### config.mk
export PLATFORM = sky130hd
export DESIGN_NAME = hall_six_step_commutator
export DESIGN_NICKNAME = d
export VERILOG_FILES = /design/src/design/hsc_pkg.sv /design/src/design/hsc_sector.sv /design/src/design/hall_six_step_commutator.sv
export SDC_FILE = /design/constraint.sdc
export NUM_CORES = 1
export LEC_CHECK = 0
export ABC_AREA = 1
export CAP_MARGIN = 0
export CORE_MARGIN = 10
export CORE_UTILIZATION = 55
export CTS_BUF_LIST = sky130_fd_sc_hd__clkbuf_4
export CTS_CLUSTER_SIZE = 12
export DETAILED_ROUTE_END_ITERATION = 16
export DONT_BUFFER_PORTS = 1
export HOLD_SLACK_MARGIN = 0.08
export PLACE_DENSITY = 0.71
export SLEW_MARGIN = 20
export SYNTH_ARGS = -nofsm -noshare
export SYNTH_HDL_FRONTEND = slang
export SYNTH_SLANG_ARGS = --single-unit
### constraint.sdc
create_clock -name clk -period 9.2 [get_ports clk]
set_input_delay 0.46 -clock clk [delete_from_list [all_inputs] [get_ports clk]]
set_output_delay 0.46 -clock clk [all_outputs]
set_load 0.05 [all_outputs]
### src/design/hsc_pkg.sv
package hsc_pkg;

    // Number of rotor sectors in one electrical turn
    localparam int unsigned SECTORS = 6;
    localparam int unsigned LAST_SECTOR = 5;

    // Field widths
    localparam int unsigned HALL_W  = 3;
    localparam int unsigned POS_W   = 3;
    localparam int unsigned MASK_W  = 6;
    localparam int unsigned PHASE_W = 3;
    localparam int unsigned DUTY_W  = 16;
    localparam int unsigned TABLE_W = SECTORS * MASK_W;

    // Stream data widths, rounded up to whole bytes
    localparam int unsigned IN_DATA_W  = 8;
    localparam int unsigned OUT_DATA_W = 48;
    localparam int unsigned OUT_USED_W = 2 * (POS_W + MASK_W + 2 * PHASE_W) + DUTY_W;

    // Configuration port
    localparam int unsigned CFG_INDEX_W = 2;
    localparam int unsigned CFG_DATA_W  = TABLE_W;

    localparam logic [TABLE_W-1:0] TABLE_RESET = 36'd26073516105;

    typedef enum logic [CFG_INDEX_W-1:0] {
        REG_TABLE     = 2'd0,
        REG_DIRECTION = 2'd1,
        REG_PWM_MODE  = 2'd2,
        REG_DUTY      = 2'd3
    } cfg_index_t;

    typedef enum logic [1:0] {
        PWM_HIGH  = 2'd0,
        PWM_LOW   = 2'd1,
        PWM_FRONT = 2'd2,
        PWM_BACK  = 2'd3
    } pwm_mode_t;

    // Drive pattern for one sector
    typedef struct packed {
        logic [MASK_W-1:0]  enable;
        logic [PHASE_W-1:0] chopped;
        logic [PHASE_W-1:0] forced;
    } sector_drive_t;

    // Hall code to sector: C=0, A+C=1, A=2, A+B=3, B=4, B+C=5; 000 and 111 map to 0
    function automatic logic [POS_W-1:0] hall_decode(input logic [HALL_W-1:0] code);
        logic [POS_W-1:0] pos;
        begin
            case (code)
                3'd1:    pos = 3'd2;
                3'd2:    pos = 3'd4;
                3'd3:    pos = 3'd3;
                3'd5:    pos = 3'd1;
                3'd6:    pos = 3'd5;
                default: pos = 3'd0;
            endcase
            return pos;
        end
    endfunction

    // Following sector in the chosen direction
    function automatic logic [POS_W-1:0] advance(input logic [POS_W-1:0] pos,
                                                 input logic negative);
        logic [POS_W-1:0] nxt;
        begin
            if (negative)
            begin
                nxt = (pos == POS_W'(0)) ? POS_W'(LAST_SECTOR) : pos - POS_W'(1);
            end
            else
            begin
                nxt = (pos == POS_W'(LAST_SECTOR)) ? POS_W'(0) : pos + POS_W'(1);
            end
            return nxt;
        end
    endfunction

endpackage

### src/design/hsc_sector.sv
module hsc_sector
(
    input  logic [hsc_pkg::TABLE_W-1:0] table_bits,
    input  logic                        direction,
    input  hsc_pkg::pwm_mode_t          pwm_mode,
    input  logic [hsc_pkg::POS_W-1:0]   pos,
    output hsc_pkg::sector_drive_t      drive
);

    logic [hsc_pkg::MASK_W-1:0]  entry;
    logic [hsc_pkg::MASK_W-1:0]  entry_follow;
    logic [hsc_pkg::MASK_W-1:0]  both;
    logic [hsc_pkg::MASK_W-1:0]  rest;
    logic [hsc_pkg::PHASE_W-1:0] hi;
    logic [hsc_pkg::PHASE_W-1:0] lo;
    logic [hsc_pkg::PHASE_W-1:0] front;
    logic [hsc_pkg::PHASE_W-1:0] back;
    logic [hsc_pkg::PHASE_W-1:0] set_a;
    logic [hsc_pkg::PHASE_W-1:0] set_b;

    function automatic logic [hsc_pkg::MASK_W-1:0] pick_entry(
        input logic [hsc_pkg::TABLE_W-1:0] tbl,
        input logic [hsc_pkg::POS_W-1:0]   idx
    );
        logic [hsc_pkg::MASK_W-1:0] e;
        begin
            unique case (idx)
                3'd0:    e = tbl[5:0];
                3'd1:    e = tbl[11:6];
                3'd2:    e = tbl[17:12];
                3'd3:    e = tbl[23:18];
                3'd4:    e = tbl[29:24];
                3'd5:    e = tbl[35:30];
                default: e = '0;
            endcase
            return e;
        end
    endfunction

    // Table entries for this sector and the one after it in positive order
    always_comb
    begin
        entry        = pick_entry(table_bits, pos);
        entry_follow = pick_entry(table_bits, hsc_pkg::advance(pos, 1'b0));
    end

    // Phase sets: high side, low side, front and back sixty degrees
    always_comb
    begin
        both  = entry & entry_follow;
        rest  = entry ^ both;
        hi    = {entry[4], entry[2], entry[0]};
        lo    = {entry[5], entry[3], entry[1]};
        front = {both[5] | both[4], both[3] | both[2], both[1] | both[0]};
        back  = {rest[5] | rest[4], rest[3] | rest[2], rest[1] | rest[0]};
    end

    // Mode selects which set is chopped
    always_comb
    begin
        unique case (pwm_mode)
            hsc_pkg::PWM_HIGH:
            begin
                set_a = hi;
                set_b = lo;
            end
            hsc_pkg::PWM_LOW:
            begin
                set_a = lo;
                set_b = hi;
            end
            hsc_pkg::PWM_FRONT:
            begin
                set_a = front;
                set_b = back;
            end
            default:
            begin
                set_a = back;
                set_b = front;
            end
        endcase
    end

    // Negative direction swaps high/low switches and the two sets
    always_comb
    begin
        if (direction)
        begin
            drive.enable  = {entry[4], entry[5], entry[2], entry[3], entry[0], entry[1]};
            drive.chopped = set_b;
            drive.forced  = set_a;
        end
        else
        begin
            drive.enable  = entry;
            drive.chopped = set_a;
            drive.forced  = set_b;
        end
    end

endmodule

### src/design/hall_six_step_commutator.sv
// Channel   Direction  Payload
// s_axis    in         tdata[2:0] hall_code
// m_axis    out        tdata: sector pattern for now and next, compare value; tuser: hall_invalid
// cfg       in         cfg_index register number, cfg_data value (low bits used)
//
// One item per cycle sustained while m_axis is not stalled; input register, then result register.
// The decode and both table lookups sit between those two registers.
// Reset loads the commutation table default, positive direction, high-side PWM, duty 0.
// A stall on m_axis backs up through the result register; the input register
// still takes an item whenever the result register is empty or being drained.
// cfg_ready is always high.
module hall_six_step_commutator
(
    input  logic                                 clk,
    input  logic                                 rst_n,

    input  logic                                 s_axis_tvalid,
    output logic                                 s_axis_tready,
    input  logic [hsc_pkg::IN_DATA_W-1:0]        s_axis_tdata,  // [2:0] hall_code

    output logic                                 m_axis_tvalid,
    input  logic                                 m_axis_tready,
    // [2:0] position, [8:3] now_enable, [11:9] now_chopped, [14:12] now_forced,
    // [17:15] next_position, [23:18] next_enable, [26:24] next_chopped,
    // [29:27] next_forced, [45:30] compare_value
    output logic [hsc_pkg::OUT_DATA_W-1:0]       m_axis_tdata,
    output logic                                 m_axis_tuser,  // [0] hall_invalid

    input  logic                                 cfg_valid,
    output logic                                 cfg_ready,
    input  logic [hsc_pkg::CFG_INDEX_W-1:0]      cfg_index,
    input  logic [hsc_pkg::CFG_DATA_W-1:0]       cfg_data
);

    logic [hsc_pkg::TABLE_W-1:0]     table_reg;
    logic                            direction_reg;
    hsc_pkg::pwm_mode_t              pwm_mode_reg;
    logic [hsc_pkg::DUTY_W-1:0]      duty_reg;

    logic                            in_valid_reg;
    logic [hsc_pkg::HALL_W-1:0]      code_reg;
    logic                            out_valid_reg;
    logic [hsc_pkg::OUT_DATA_W-1:0]  out_data_reg;
    logic                            out_user_reg;

    logic                            out_load;
    logic                            in_load;
    logic [hsc_pkg::POS_W-1:0]       pos;
    logic [hsc_pkg::POS_W-1:0]       follow_pos;
    logic                            invalid;
    logic [hsc_pkg::DUTY_W-1:0]      compare;
    hsc_pkg::sector_drive_t          now_drive;
    hsc_pkg::sector_drive_t          next_drive;
    logic [hsc_pkg::OUT_DATA_W-1:0]  out_data_next;

    // Configuration registers
    assign cfg_ready = 1'b1;

    always_ff @(posedge clk or negedge rst_n)
    begin
        if (!rst_n)
        begin
            table_reg     <= hsc_pkg::TABLE_RESET;
            direction_reg <= 1'b0;
            pwm_mode_reg  <= hsc_pkg::PWM_HIGH;
            duty_reg      <= '0;
        end
        else if (cfg_valid && cfg_ready)
        begin
            unique case (hsc_pkg::cfg_index_t'(cfg_index))
                hsc_pkg::REG_TABLE:     table_reg     <= cfg_data[hsc_pkg::TABLE_W-1:0];
                hsc_pkg::REG_DIRECTION: direction_reg <= cfg_data[0];
                hsc_pkg::REG_PWM_MODE:  pwm_mode_reg  <= hsc_pkg::pwm_mode_t'(cfg_data[1:0]);
                hsc_pkg::REG_DUTY:      duty_reg      <= cfg_data[hsc_pkg::DUTY_W-1:0];
                default:                duty_reg      <= duty_reg;
            endcase
        end
    end

    // Pipeline flow control
    assign out_load      = !out_valid_reg || m_axis_tready;
    assign in_load       = !in_valid_reg || out_load;
    assign s_axis_tready = in_load;

    // Input register
    always_ff @(posedge clk or negedge rst_n)
    begin
        if (!rst_n)
        begin
            in_valid_reg <= 1'b0;
        end
        else if (in_load)
        begin
            in_valid_reg <= s_axis_tvalid;
        end
    end

    always_ff @(posedge clk)
    begin
        if (in_load && s_axis_tvalid)
        begin
            code_reg <= s_axis_tdata[hsc_pkg::HALL_W-1:0];
        end
    end

    // Sector decode and compare value
    always_comb
    begin
        pos        = hsc_pkg::hall_decode(code_reg);
        follow_pos = hsc_pkg::advance(pos, direction_reg);
        invalid    = (code_reg == 3'b000) || (code_reg == 3'b111);
        compare    = (duty_reg == '0) ? hsc_pkg::DUTY_W'(1) : duty_reg;
    end

    hsc_sector u_now
    (
        .table_bits (table_reg),
        .direction  (direction_reg),
        .pwm_mode   (pwm_mode_reg),
        .pos        (pos),
        .drive      (now_drive)
    );

    hsc_sector u_next
    (
        .table_bits (table_reg),
        .direction  (direction_reg),
        .pwm_mode   (pwm_mode_reg),
        .pos        (follow_pos),
        .drive      (next_drive)
    );

    // Pack the result item
    assign out_data_next = {
        (hsc_pkg::OUT_DATA_W - hsc_pkg::OUT_USED_W)'(0),
        compare,
        next_drive.forced,
        next_drive.chopped,
        next_drive.enable,
        follow_pos,
        now_drive.forced,
        now_drive.chopped,
        now_drive.enable,
        pos
    };

    // Result register
    always_ff @(posedge clk or negedge rst_n)
    begin
        if (!rst_n)
        begin
            out_valid_reg <= 1'b0;
        end
        else if (out_load)
        begin
            out_valid_reg <= in_valid_reg;
        end
    end

    always_ff @(posedge clk)
    begin
        if (out_load && in_valid_reg)
        begin
            out_data_reg <= out_data_next;
            out_user_reg <= invalid;
        end
    end

    assign m_axis_tvalid = out_valid_reg;
    assign m_axis_tdata  = out_data_reg;
    assign m_axis_tuser  = out_user_reg;

endmodule

==> out/results.env <==
STATUS='complete, no violations'
GRTUSAGEMET2_PCT=41.0
SYNTH_WARNINGS=0
POSTCTSRESIZEDCELLS=0
NETS_FINAL=894
TIMING.FINAL.MAX_SLEW_VIOLATIONS=0
WORST_EP_REQUIRED_TIME_NS=9.61
GR-USAGE-MET1_PCT=32.0
LIBRARY_CELL_WITH_THE_HIGHEST_INSTANCE_COUNT_AFTER_SYNTHESIS='nand2_1'
CORE.ROWCOUNT=38
POST_SYNTH_MOST_FREQUENT_CELLS='nand2_1, nor2_1, inv_1'
UTILIZATION_AFTER_LAYOUT_PCT=59.9
MAX_FREQ_MHz=190
MAX_CAP_VIOL_COUNT=0
AREA_FRACTION_IN_COMPOUND_GATES_AFTER_SYNTHESIS_PCT=10.5
SETUP_VIOL=0
CLOCK-SKEW-FINAL_NS=0.0259
DETAILED_ROUTE_WIRE_LENGTH_PER_CELL_UM=21.1
GRTUSAGETOTAL_PCT=25.3
CRIT_PATH_TOP_DELAY_CELL='ha_1'
PLACE_CONGESTION=0.986
SYNTH_ENABLE_FLOP_CELLS=50
AREA_SHARE_OF_THE_LARGEST_CELL_TYPE_AFTER_SYNTHESIS_PCT=24.1
SYNTH_FF_TYPE='edfxtp_1'
MULTIINPUTGATEAREA_MM2=0.00273
SYNTH.YOSYS.SEQ_AREA_SHARE_PCT=47.2
LARGEST_REGISTER_FF_COUNT=46
PLACE_INST=951
CRITPATHKIND='register to register'
FLOORPLAN.CORE_AREA_MM2=0.0110
SYNTH_MUX_AREA_SHARE_PCT=0
LAYOUT-AREA-OVERHEAD-VS-SYNTH_PCT=5.60
CRITPATHMAXSTAGEDELAY_NS=0.75
INITIAL_UTILIZATION_PCT=56.7
CLOCK_PATH_BUFFERS=2
CTS_SETUP_BUFFERS=0
ASYNC_FLOP_SHARE_PCT=53.3
IRDROPWORSTVDD_V=0.000182
MAPPEDNETLISTAREA_MM2=0.00623
TIMING.HOLD.WORST.CLASS='primary input to register'
DRT-INITIAL-DRC-COUNT=827
CRITICAL_PATH.CELL_CHAIN='inv_2 -> nand3_1 -> nand3_1 -> ha_1 -> nand3_2 -> nand2_1 -> nand2_1 -> nand2_1 -> nor2_1 -> ha_1 -> inv_1 -> nand4_1 -> nor2_1 -> nor2_1 -> nand2_1 -> nor2_1 -> nand2_1 -> nand2_1 -> nand2_1 -> nand2_1 -> nand3_1 -> nand2_1'
CTS_TREE='yes'
SYNTH_TOP_FAMILY_BY_AREA='simple AND/OR/NAND/NOR gates'
FINAL.MIN_CLOCK_PERIOD_NS=5.25
DETAIL_ROUTE.WIRELENGTH_UM=20800
CRITPATHBUFINV=2
ANTENNA_VIOLATING_NETS_POST_ROUTE=0
CHIPHEIGHT_UM=126
SYNTH_AREA_LEADER_CELL='edfxtp_1'
WIRE_LENGTH_OF_THE_FIRST_GLOBAL_ROUTING_PASS_UM=32400
ANTENNADIODECOUNT=0
H-TREE-DEPTH=3
CRIT_ARRIVAL_NS=5.66
AREA_USED_BY_SEQUENTIAL_LOGIC_IN_THE_LAYOUT_MM2=0.00294
FINAL_HOLD_VIOL_COUNT=0
FIN_CRIT_SH_PCT=57.1
GROUTE.LAYER.MET3.USAGE_PCT=7.12
TRITONCTS.NUM_BUFFERS=9
GRT_ANTENNA_BEFORE_REPAIR=0
YS_SEQ_ELEMENTS=107
TOTAL_LEAKAGE_POWER_uW=0.00319
INSTANCES_NO_FILL=983
TOTALNEGATIVESETUPSLACK_NS=0
DETAILROUTE.VIA_COUNT=5968
PIN_COUNT_OF_THE_BIGGEST_NET_ENTERING_GLOBAL_ROUTING=73
SYNTH.DISTINCT_CELLS=32
WORST_MAX_SLEW_PIN_SLEW_NS=0.957
GR-TOTAL-OVERFLOW=0
AREA_OF_THE_DIE_MM2=0.0160
IOS=103
CLOCK_TREE.ROOT_CELL='clkbuf_4'
TOP_USAGE_LAYER='met2'
CRITPATHTOPFAMILY='simple AND/OR/NAND/NOR gates'
IO_BUFFER_COUNT=0
WORST_PATH_MOST_REPEATED_CELL='nand2_1'
SYNTH_AREA_PER_CELL_UM2=7.31
CLOCK_LATENCY_NS=0.52
MAXSLEWHEADROOM_PCT=36.0
DIE_W_UM=126
DRC_ERRORS=0
AREA_SHARE_OF_FA_HA_MAJ_CELLS_AFTER_SYNTHESIS_PCT=1.00
SYNTH_XOR_XNOR_AREA_SHARE_PCT=0
GRT_PASS1_VIAS=5773
TIMING.CRITICAL_PATH.FANOUT_MAX=19
NETLIST_TOP_CELLS_AREA='edfxtp_1, dfrtp_1, nand2_1'
SYNTHCELLS=852
SYNTH_SIMPLE_GATE_AREA_SHARE_PCT=31.8
CELLPOWERDENSITY_mW_PER_MM2=239
DRT-PASS1-ITER-COUNT=7
WORST_SETUP_HOLD_PATH_CLK_SLEW_NS=0.20
DETAIL_ROUTE.VIAS_PER_CELL=6.07
CRITICAL_PATH_START_TYPE='register'
DRIVE_ABOVE_1_SHARE_PCT=5.81
SETUP_REPAIR_AFTER_GLOBAL_ROUTING_MISSED_ITS_MARGIN='no'
POST-DP-HPWL_UM=15700
CP-END-KIND='register'
CLOCK-SINKS=107
LAYOUT.FILLER_CELLS=959
==> path summary, 6_finish.rpt <==
path                                    from                to  slack [ns]  cells after the start
worst min register to register   duty_reg[9]  m_axis_tdata[39]        0.51                      0
worst max-delay path             code_reg[2]  m_axis_tdata[29]        3.95                     22
worst min-delay path            cfg_data[29]     table_reg[29]        0.10                      2
min in group asynchronous              rst_n     table_reg[30]        0.42                      2
worst max register to register   code_reg[2]  m_axis_tdata[29]        3.95                     22
max in group asynchronous              rst_n      table_reg[6]        8.43                      2
==> placed cells by master, fill, tap and decap left out, drive strengths merged <==
cell / instances
inv: 104
a22oi: 3
ha: 5
nand3: 78
buf: 5
dlygate4sd3: 15
nand2: 224
nand3b: 2
nand4: 26
nor4: 4
clkinv: 4
a31oi: 4
and2: 2
o21ai: 54
clkbuf: 9
a221oi: 2
a41o: 1
or2: 2
a21oi: 32
o2111ai: 3
nor2: 134
dfrtp: 45
edfxtp: 50
dfstp: 12
conb: 3
o22ai: 20
==> metal layers <==
metal,vias up,part of all wire (%)
met1,2784,40
li1,2751,-
met5,-,0
met3,50,10
met2,383,47
met4,0,2.5
==> cell type report <==
class / count / area share [%]
clock inverter: 7 / 1.20
multi-input combinational: 599 / 41.5
timing repair buffer: 20 / 3.16
clock buffer: 9 / 1.03
tap: 140 / 2.66
inverter: 101 / 5.76
sequential: 107 / 44.7
==> worst register-to-register path: stages (launching register included) <==
cell and delay [ns]:
edfxtp_1 0.52, inv_2 0.14, nand3_1 0.12, nand3_1 0.23
ha_1 0.33, nand3_2 0.25, nand2_1 0.20, nand2_1 0.06
nand2_1 0.48, nor2_1 0.12, ha_1 0.75, inv_1 0.47
nand4_1 0.45, nor2_1 0.08, nor2_1 0.11, nand2_1 0.07
nor2_1 0.22, nand2_1 0.12, nand2_1 0.08, nand2_1 0.05
nand2_1 0.13, nand3_1 0.08, nand2_1 0.10
==> what timing repair did <==
item	4_1_cts	5_1_grt
hold buffers	15	1
setup endpoints to repair	0	0
endpoints found under the hold margin	70	1
==> through the flow <==
stage	hold slack, ns	instance area, µm²	setup WS (ns)	total power, µW
6_report	0.100	6580	3.95	1570
4_1_cts	0.0816	6570	4.09	1560
2_1_floorplan	0.164	6230	5.64	1150
3_3_place_gp	0.167	6260	4.28	1280
3_5_place_dp	0.167	6260	4.12	1300
5_1_grt	0.0810	6580	3.63	1650
==> cell families (layout without fill, tap and decap cells) <==
logic type	after synthesis	in the layout
buf+inv	147	137
compound gates	119	119
other cells	2	3
fa+ha+maj	5	5
flops	107	107
simple gates	472	472
==> power by group <==
group / internal, µW / total (µW) / switching (µW) / leakage, µW
Sequential: 610 / 810 / 200 / 0.00115
Combinational: 140 / 512 / 371 / 0.00197
Clock: 65.4 / 251 / 186 / 0.0000790
Total: 816 / 1570 / 757 / 0.00319
No activity file was read; power rests on OpenSTA's default activity.
